[config.mk]
export PLATFORM = sky130hd
export DESIGN_NAME = reader_writer_lock_table_top
export DESIGN_NICKNAME = d
export VERILOG_FILES = /design/src/rtl/core/rwlt_pkg.sv /design/src/rtl/core/reader_writer_lock_table_top.sv /design/src/rtl/core/rwlt_front.sv /design/src/rtl/core/rwlt_back.sv
export VERILOG_INCLUDE_DIRS = /design/src /design/src/rtl/core
export SDC_FILE = /design/constraint.sdc
export NUM_CORES = 2
export LEC_CHECK = 0
export BUFFER_PORTS_ARGS = -buffer_cell sky130_fd_sc_hd__buf_2
export CAP_MARGIN = 20
export CORE_UTILIZATION = 50
export DETAILED_ROUTE_END_ITERATION = 10
export PLACE_DENSITY = 0.77
export SLEW_MARGIN = 20
export SYNTH_ARGS = -nofsm -noshare
export SYNTH_HDL_FRONTEND = slang
export SYNTH_HIERARCHICAL = 1
export SYNTH_SLANG_ARGS = --single-unit
export TNS_END_PERCENT = 30
[constraint.sdc]
create_clock -name clk -period 10.65 [get_ports clk]
set_input_delay 1.065 -clock clk [delete_from_list [all_inputs] [get_ports clk]]
set_output_delay 1.065 -clock clk [all_outputs]
set_load 0.01 [all_outputs]
[src/rtl/core/reader_writer_lock_table_top_macros.svh]
// Assertion macros for the reader-writer lock table.
// No dependencies; included by the top level only.
`ifndef READER_WRITER_LOCK_TABLE_TOP_MACROS_SVH
`define READER_WRITER_LOCK_TABLE_TOP_MACROS_SVH

`ifndef SYNTHESIS

`define RWLT_ASSERT_NOW(label, clk, rst_n, ante, cons) \
    label: assert property (@(posedge clk) disable iff (!rst_n) (ante) |-> (cons)) \
        else $error("rwlt: same-cycle check failed");

`define RWLT_ASSERT_NEXT(label, clk, rst_n, ante, cons) \
    label: assert property (@(posedge clk) disable iff (!rst_n) (ante) |=> (cons)) \
        else $error("rwlt: next-cycle check failed");

`else

`define RWLT_ASSERT_NOW(label, clk, rst_n, ante, cons)

`define RWLT_ASSERT_NEXT(label, clk, rst_n, ante, cons)

`endif

`endif

[src/rtl/core/rwlt_pkg.sv]
// Shared types and constants of the reader-writer lock table.
// No dependencies; imported by every module of the block.
package rwlt_pkg;

    localparam int NUM_LOCKS      = 64;
    localparam int NUM_REQUESTERS = 16;

    localparam int OP_W           = 2;
    localparam int LOCK_W         = 6;
    localparam int REQ_W          = 4;
    localparam int ERR_W          = 2;
    localparam int CNT_W          = 5;
    localparam int LOCK_COUNT_W   = 7;
    localparam logic [LOCK_COUNT_W-1:0] LOCK_COUNT_RESET = 7'd64;

    localparam int CMD_DEPTH      = 4;
    localparam int CMD_PTR_W      = 2;
    localparam int OUT_DEPTH      = 2;
    localparam int OUT_PTR_W      = 1;

    typedef enum logic [OP_W-1:0] {
        OP_ACQ_RD = 2'd0,
        OP_ACQ_WR = 2'd1,
        OP_REL_RD = 2'd2,
        OP_REL_WR = 2'd3
    } op_t;

    typedef enum logic [ERR_W-1:0] {
        ERR_NONE       = 2'd0,
        ERR_RANGE      = 2'd1,
        ERR_NOT_READER = 2'd2,
        ERR_NOT_WRITER = 2'd3
    } err_t;

    typedef enum logic {
        ST_IDLE,
        ST_EXEC
    } back_state_t;

    typedef struct packed {
        op_t              op;
        logic [LOCK_W-1:0] lock_index;
        logic [REQ_W-1:0]  requester;
        logic              last;
        logic              range_err;
    } cmd_t;

    typedef struct packed {
        logic                      write_locked;
        logic [REQ_W-1:0]          writer_id;
        logic [NUM_REQUESTERS-1:0] reader_set;
        logic [CNT_W-1:0]          reader_count;
    } entry_t;

    typedef struct packed {
        logic granted;
        err_t error_code;
        logic all_granted;
        logic request_done;
    } result_t;

    typedef struct packed {
        logic                 busy;
        logic [OUT_PTR_W:0]   out_count;
    } back_status_t;

endpackage

[src/rtl/core/reader_writer_lock_table_top.sv]
// Reader-writer lock table top level.
// Depends on rwlt_pkg, rwlt_front, rwlt_back and the macros header.
// An item goes from the command queue through the table read register to the result queue.
// The back end takes a new item only after the last one is read, updated and queued.
// Command queue holds 4 items, result queue 2; each side stalls on its own.
// Reset: all locks free (per-entry valid bits cleared), lock_count 64, queues empty.
`include "reader_writer_lock_table_top_macros.svh"

module reader_writer_lock_table_top (
    input  logic                              clk,
    input  logic                              rst_n,
    input  logic                              cfg_wr_en,
    input  logic [rwlt_pkg::LOCK_COUNT_W-1:0] cfg_wr_data,
    input  logic                              push,
    output logic                              full,
    input  logic [rwlt_pkg::OP_W-1:0]         operation,
    input  logic [rwlt_pkg::LOCK_W-1:0]       lock_index,
    input  logic [rwlt_pkg::REQ_W-1:0]        requester,
    input  logic                              last_of_request,
    output logic                              empty,
    input  logic                              pop,
    output logic                              granted,
    output logic [rwlt_pkg::ERR_W-1:0]        error_code,
    output logic                              all_granted,
    output logic                              request_done
);
    import rwlt_pkg::*;

    logic         cmd_valid;
    logic         cmd_ready;
    cmd_t         cmd;
    result_t      result;
    back_status_t status;

    rwlt_front u_front (
        .clk             (clk),
        .rst_n           (rst_n),
        .cfg_wr_en       (cfg_wr_en),
        .cfg_wr_data     (cfg_wr_data),
        .push            (push),
        .full            (full),
        .operation       (operation),
        .lock_index      (lock_index),
        .requester       (requester),
        .last_of_request (last_of_request),
        .cmd_valid       (cmd_valid),
        .cmd             (cmd),
        .cmd_ready       (cmd_ready)
    );

    rwlt_back u_back (
        .clk       (clk),
        .rst_n     (rst_n),
        .cmd_valid (cmd_valid),
        .cmd       (cmd),
        .cmd_ready (cmd_ready),
        .empty     (empty),
        .pop       (pop),
        .result    (result),
        .status    (status)
    );

    assign granted      = result.granted;
    assign error_code   = result.error_code;
    assign all_granted  = result.all_granted;
    assign request_done = result.request_done;

    `RWLT_ASSERT_NEXT(a_take_starts_exec, clk, rst_n, cmd_valid && cmd_ready, status.busy)
    `RWLT_ASSERT_NOW(a_error_not_granted, clk, rst_n, !empty && error_code != ERR_NONE, !granted)
    `RWLT_ASSERT_NOW(a_all_granted_on_last, clk, rst_n, !empty && all_granted, request_done)
    `RWLT_ASSERT_NOW(a_empty_count, clk, rst_n, empty, status.out_count == '0)

endmodule

[src/rtl/core/rwlt_front.sv]
// Front end: input transfer, lock_count register, range classification, command queue.
// Depends on rwlt_pkg.
module rwlt_front (
    input  logic                              clk,
    input  logic                              rst_n,
    input  logic                              cfg_wr_en,
    input  logic [rwlt_pkg::LOCK_COUNT_W-1:0] cfg_wr_data,
    input  logic                              push,
    output logic                              full,
    input  logic [rwlt_pkg::OP_W-1:0]         operation,
    input  logic [rwlt_pkg::LOCK_W-1:0]       lock_index,
    input  logic [rwlt_pkg::REQ_W-1:0]        requester,
    input  logic                              last_of_request,
    output logic                              cmd_valid,
    output rwlt_pkg::cmd_t                    cmd,
    input  logic                              cmd_ready
);
    import rwlt_pkg::*;

    logic [LOCK_COUNT_W-1:0] lock_count_reg;
    cmd_t                    queue_mem [CMD_DEPTH];
    logic [CMD_PTR_W-1:0]    wr_ptr_reg, wr_ptr_next;
    logic [CMD_PTR_W-1:0]    rd_ptr_reg, rd_ptr_next;
    logic [CMD_PTR_W:0]      count_reg, count_next;
    logic                    push_ok;
    logic                    pop_ok;
    logic                    range_err;
    cmd_t                    cmd_in;

    always_ff @(posedge clk or negedge rst_n)
    begin
        if (!rst_n)
        begin
            lock_count_reg <= LOCK_COUNT_RESET;
        end
        else if (cfg_wr_en)
        begin
            lock_count_reg <= cfg_wr_data;
        end
    end

    // index past min(lock_count, NUM_LOCKS) or an unknown requester
    always_comb
    begin
        range_err = ({1'b0, lock_index} >= lock_count_reg)
                 || ({1'b0, lock_index} >= LOCK_COUNT_W'(NUM_LOCKS))
                 || ({1'b0, requester} >= (REQ_W+1)'(NUM_REQUESTERS));
        cmd_in.op         = op_t'(operation);
        cmd_in.lock_index = lock_index;
        cmd_in.requester  = requester;
        cmd_in.last       = last_of_request;
        cmd_in.range_err  = range_err;
    end

    assign full      = (count_reg == (CMD_PTR_W+1)'(CMD_DEPTH));
    assign cmd_valid = (count_reg != '0);
    assign cmd       = queue_mem[rd_ptr_reg];
    assign push_ok   = push && !full;
    assign pop_ok    = cmd_valid && cmd_ready;

    always_comb
    begin
        wr_ptr_next = push_ok ? wr_ptr_reg + 1'b1 : wr_ptr_reg;
        rd_ptr_next = pop_ok ? rd_ptr_reg + 1'b1 : rd_ptr_reg;
        count_next  = count_reg;
        if (push_ok && !pop_ok)
        begin
            count_next = count_reg + 1'b1;
        end
        else if (!push_ok && pop_ok)
        begin
            count_next = count_reg - 1'b1;
        end
    end

    always_ff @(posedge clk or negedge rst_n)
    begin
        if (!rst_n)
        begin
            wr_ptr_reg <= '0;
            rd_ptr_reg <= '0;
            count_reg  <= '0;
        end
        else
        begin
            wr_ptr_reg <= wr_ptr_next;
            rd_ptr_reg <= rd_ptr_next;
            count_reg  <= count_next;
        end
    end

    always_ff @(posedge clk)
    begin
        if (push_ok)
        begin
            queue_mem[wr_ptr_reg] <= cmd_in;
        end
    end

endmodule

[src/rtl/core/rwlt_back.sv]
// Back end: lock table memory, read-modify-write sequencer, request tracking, result queue.
// Depends on rwlt_pkg.
module rwlt_back (
    input  logic                   clk,
    input  logic                   rst_n,
    input  logic                   cmd_valid,
    input  rwlt_pkg::cmd_t         cmd,
    output logic                   cmd_ready,
    output logic                   empty,
    input  logic                   pop,
    output rwlt_pkg::result_t      result,
    output rwlt_pkg::back_status_t status
);
    import rwlt_pkg::*;

    entry_t               table_mem [NUM_LOCKS];
    logic [NUM_LOCKS-1:0] valid_reg;
    entry_t               rdata_reg;
    logic                 rvalid_reg;
    cmd_t                 cmd_reg;
    back_state_t          state_reg, state_next;
    logic                 ok_reg, ok_next;

    result_t              out_mem [OUT_DEPTH];
    logic [OUT_PTR_W-1:0] out_wr_reg, out_rd_reg;
    logic [OUT_PTR_W:0]   out_count_reg, out_count_next;
    logic                 out_full;
    logic                 out_push;
    logic                 out_pop;

    logic                 take;
    logic                 finish;
    entry_t               cur;
    entry_t               upd;
    logic                 is_reader;
    logic [NUM_REQUESTERS-1:0] who_bit;
    logic [CNT_W-1:0]     cnt_dec;
    logic                 granted;
    err_t                 err;
    logic                 ok_upd;
    result_t              res;

    assign out_full = (out_count_reg == (OUT_PTR_W+1)'(OUT_DEPTH));
    assign take     = (state_reg == ST_IDLE) && cmd_valid;
    assign finish   = (state_reg == ST_EXEC) && !out_full;

    // next state
    always_comb
    begin
        state_next = state_reg;
        case (state_reg)
            ST_IDLE: if (cmd_valid) state_next = ST_EXEC;
            ST_EXEC: if (!out_full) state_next = ST_IDLE;
            default: state_next = ST_IDLE;
        endcase
    end

    // outputs of the sequencer
    always_comb
    begin
        cmd_ready = 1'b0;
        out_push  = 1'b0;
        case (state_reg)
            ST_IDLE: cmd_ready = 1'b1;
            ST_EXEC: out_push  = !out_full;
            default: cmd_ready = 1'b0;
        endcase
    end

    // entry never written reads as a free lock
    always_comb
    begin
        cur       = rvalid_reg ? rdata_reg : '0;
        who_bit   = NUM_REQUESTERS'(1) << cmd_reg.requester;
        is_reader = (cur.reader_set & who_bit) != '0;
        cnt_dec   = (cur.reader_count != '0) ? cur.reader_count - 1'b1 : cur.reader_count;
        upd       = cur;
        granted   = 1'b0;
        err       = ERR_NONE;
        if (cmd_reg.range_err)
        begin
            err = ERR_RANGE;
        end
        else
        begin
            case (cmd_reg.op)
                OP_ACQ_RD:
                begin
                    if (!(cur.reader_count == '0 && cur.write_locked))
                    begin
                        if (!is_reader)
                        begin
                            upd.reader_set   = cur.reader_set | who_bit;
                            upd.reader_count = cur.reader_count + 1'b1;
                        end
                        granted = 1'b1;
                    end
                end
                OP_ACQ_WR:
                begin
                    // sole reader may upgrade
                    if ((cur.reader_count == '0
                         || (cur.reader_count == CNT_W'(1) && is_reader))
                        && (!cur.write_locked || cur.writer_id == cmd_reg.requester))
                    begin
                        upd.write_locked = 1'b1;
                        upd.writer_id    = cmd_reg.requester;
                        granted          = 1'b1;
                    end
                end
                OP_REL_RD:
                begin
                    if (!is_reader)
                    begin
                        err = ERR_NOT_READER;
                    end
                    else
                    begin
                        upd.reader_set   = cur.reader_set & ~who_bit;
                        upd.reader_count = cnt_dec;
                        if (cnt_dec == '0)
                        begin
                            upd.write_locked = 1'b0;
                        end
                        granted = 1'b1;
                    end
                end
                OP_REL_WR:
                begin
                    if (!cur.write_locked || cur.writer_id != cmd_reg.requester)
                    begin
                        err = ERR_NOT_WRITER;
                    end
                    else
                    begin
                        upd.write_locked = 1'b0;
                        upd.writer_id    = '0;
                        granted          = 1'b1;
                    end
                end
                default: err = ERR_NONE;
            endcase
        end

        ok_upd = ok_reg;
        if ((cmd_reg.op inside {OP_ACQ_RD, OP_ACQ_WR}) && !granted)
        begin
            ok_upd = 1'b0;
        end
        ok_next = ok_reg;
        if (finish)
        begin
            ok_next = cmd_reg.last ? 1'b1 : ok_upd;
        end

        res.granted      = granted;
        res.error_code   = err;
        res.all_granted  = cmd_reg.last & ok_upd;
        res.request_done = cmd_reg.last;
    end

    always_ff @(posedge clk or negedge rst_n)
    begin
        if (!rst_n)
        begin
            state_reg <= ST_IDLE;
            ok_reg    <= 1'b1;
            valid_reg <= '0;
        end
        else
        begin
            state_reg <= state_next;
            ok_reg    <= ok_next;
            if (finish && granted)
            begin
                valid_reg[cmd_reg.lock_index] <= 1'b1;
            end
        end
    end

    // table memory: read on take, write back on a granted finish
    always_ff @(posedge clk)
    begin
        if (take)
        begin
            rdata_reg  <= table_mem[cmd.lock_index];
            rvalid_reg <= valid_reg[cmd.lock_index];
            cmd_reg    <= cmd;
        end
        if (finish && granted)
        begin
            table_mem[cmd_reg.lock_index] <= upd;
        end
    end

    // result queue
    assign empty   = (out_count_reg == '0);
    assign out_pop = pop && !empty;
    assign result  = out_mem[out_rd_reg];

    always_comb
    begin
        out_count_next = out_count_reg;
        if (out_push && !out_pop)
        begin
            out_count_next = out_count_reg + 1'b1;
        end
        else if (!out_push && out_pop)
        begin
            out_count_next = out_count_reg - 1'b1;
        end
    end

    always_ff @(posedge clk or negedge rst_n)
    begin
        if (!rst_n)
        begin
            out_wr_reg    <= '0;
            out_rd_reg    <= '0;
            out_count_reg <= '0;
        end
        else
        begin
            if (out_push)
            begin
                out_wr_reg <= out_wr_reg + 1'b1;
            end
            if (out_pop)
            begin
                out_rd_reg <= out_rd_reg + 1'b1;
            end
            out_count_reg <= out_count_next;
        end
    end

    always_ff @(posedge clk)
    begin
        if (out_push)
        begin
            out_mem[out_wr_reg] <= res;
        end
    end

    assign status.busy      = (state_reg == ST_EXEC);
    assign status.out_count = out_count_reg;

endmodule

==> results.sh <==
export IMPL_arrival_ps=5710
export IMPL_final_setup_worst_slack_ps=5480
export IMPL_cts_tree="done"
export IMPL_yosysWarnings=6
export IMPL_tightestPinTransition_ps=1220
export IMPL_criticalPathCategory="reg2reg"
export IMPL_numPortBuffers=31
export IMPL_clk_pin_slew_worst_paths_ps=60
export IMPL_dp_slack_ps=5430
export IMPL_p_comb_share_pct=36.2
export IMPL_pin_count=32
export IMPL_final_cell_count_no_fill=5436
export IMPL_place_congestion=0.910
export IMPL_numCtsBuffers=171
export IMPL_critPathBufInv=2
export IMPL_via_per_inst=6.70
export IMPL_p_leak_uw=0.0259
export IMPL_power_switching_uw=8490
export IMPL_post_cts_buffers=0
export IMPL_drive_above_1_share_pct=30.5
export IMPL_cts_root_buf="clkbuf_16"
export IMPL_largest_reg_flops=1664
export IMPL_die_h_um=383
export IMPL_cp_cell_sequence="mux4_4 > buf_4 > buf_4 > mux4_2 > mux4_2 > a22oi_1 > nand2_1"
export IMPL_antenna_found_initial=3
export IMPL_ir_drop_v=0.000369
export IMPL_syn2layout_area_growth_pct=12.5
export IMPL_clkLatencyLatePin_ps=820
export IMPL_antenna_cells=0
export IMPL_fillers=9833
export IMPL_rows=139
export IMPL_dieArea_um2=147000
export IMPL_syn_avg_cell_area_um2=22.3
export IMPL_cap_violations=0
export IMPL_clock_path_buffers=3
export IMPL_path_delay_family="multiplexers"
export IMPL_critPathLaunch="u_front/rd_ptr_reg[1]$_DFFE_PN0P_"
export IMPL_cts_hold_fix_buffers=0
export IMPL_swShare_pct=34.2
export IMPL_routedWlPerCell_um=33.2
export IMPL_cp_data_required_time_ps=11190
export IMPL_worstPathMaxFanout=45
export IMPL_drtIter0Drc=5418
export IMPL_drc=0
export IMPL_htreeDepth=4
export IMPL_min_period_ps=5170
export IMPL_period_share_pct=48.6
export IMPL_postRouteAntennaNets=0
export IMPL_synth_cells=3255
export IMPL_p_int_uw=16300
export IMPL_cts_resized=0
export IMPL_fin_nets=3428
export IMPL_fp_dieW_um=383
export IMPL_hpwl_um=90500
export IMPL_powerDensity_nw_per_um2=304
export IMPL_max_freq_ghz=0.193
export IMPL_setup_viol=0
export IMPL_finalPower_uw=24800
export IMPL_syn_num_nets=3296
export IMPL_relSlewSlack_pct=19.0
export IMPL_hold_viol=0
export IMPL_cp_start_kind="flip-flop"
export IMPL_clkPwrFrac_pct=24.3
export IMPL_grtUsageTotal_pct=24.7
export IMPL_setup_tns_ps=0
export IMPL_rsz0062_at_grt="false"
export IMPL_vias=36400
export IMPL_placed_cells=5116
export IMPL_crit_path_top_delay_cell="mux4_4"
export IMPL_power_share_sequential_pct=39.6
export IMPL_grt_overflow=0
export IMPL_netlist_area_um2=72500
export IMPL_fin_skew_ps=27.5
export IMPL_dr_pass1_iters=6
export IMPL_grt_start_max_net_pins=168
export IMPL_core_area_um2=144000
export IMPL_wl_um=180000
export IMPL_grt_pass1_wl_um=257000
export IMPL_start_util_pct=50.4
export IMPL_finalMaxSlewViolations=0
export IMPL_clkSinkCount=1855
export IMPL_min_path_type="in2async"
export IMPL_status="complete, no violations"
export IMPL_r2r_start="u_front/rd_ptr_reg[1]$_DFFE_PN0P_"
export IMPL_grt_pass1_vias=36600
export IMPL_worst_setup_path_end_kind="flip-flop"
export IMPL_cp_slowest_stage_delay_ps=1080
==> power groups by stage <==
stage          Clock, uW  Combinational [uW]  Sequential (uW)
5_1_grt             6340                9320             9830
3_3_place_gp           0                8550             9930
4_1_cts             6090                8860             9800
3_5_place_dp           0                8730             9950
2_1_floorplan          0                5800             9880
6_report            6020                8980             9820
==> worst paths after layout <==
kind	slack (ps)	cells after the start	end
max reg2reg	5480	7	u_back/rdata_reg[14]$_DFFE_PP_
min in group clk	460	3	u_front/lock_count_reg[1]$_DFFE_PN0P_
max	5480	7	u_back/rdata_reg[14]$_DFFE_PP_
max in group asynchronous	9280	2	u_back/valid_reg[36]$_DFFE_PN0N_
min	110	1	u_front/lock_count_reg[0]$_DFFE_PN0P_
min reg2reg	470	2	u_back/valid_reg[46]$_DFFE_PN0N_
==> through the flow <==
step	utilization (%)	instance area [um^2]	hold WS, ps
finish	56.7	81600	110
CTS	56.7	81500	81.7
detailed placement	52.8	76000	448
floorplan	-	72500	426
global placement	52.8	75900	442
global route	56.7	81600	111
==> cells in the final DEF (no fill, tap or decap), types with 30 or more instances in the layout <==
cell          n
clkinv_2     32
nor2_1       34
edfxtp_1   1771
o31ai_1      43
nand2_1      80
inv_1        64
dfrtp_1      82
clkbuf_16   174
mux4_2      551
nor3_2       42
nand3_1      42
clkbuf_1     42
buf_2        30
a22oi_1      55
buf_4       116
clkinv_1     30
==> final cells by class <==
class / count / area (um^2) / area share (%)
flip-flops and latches: 1855 / 55300 / 67.8
multi-input cells: 1136 / 16900 / 20.7
clock buffers: 223 / 4610 / 5.65
well taps: 1903 / 2380 / 2.92
repair buffers: 159 / 1260 / 1.54
clock inverters: 96 / 896 / 1.10
inverters: 64 / 240 / 0.295
==> per-layer routing <==
metal | track usage (%) | wire length (um) | vias up
met5 | 0 | 24 | -
li1 | - | - | 14000
met3 | 5.31 | 21100 | 477
met1 | 33.2 | 64000 | 19100
met4 | 12.1 | 9250 | 4
met2 | 38.8 | 86100 | 2756
No activity file was read; power rests on OpenSTA's default activity.
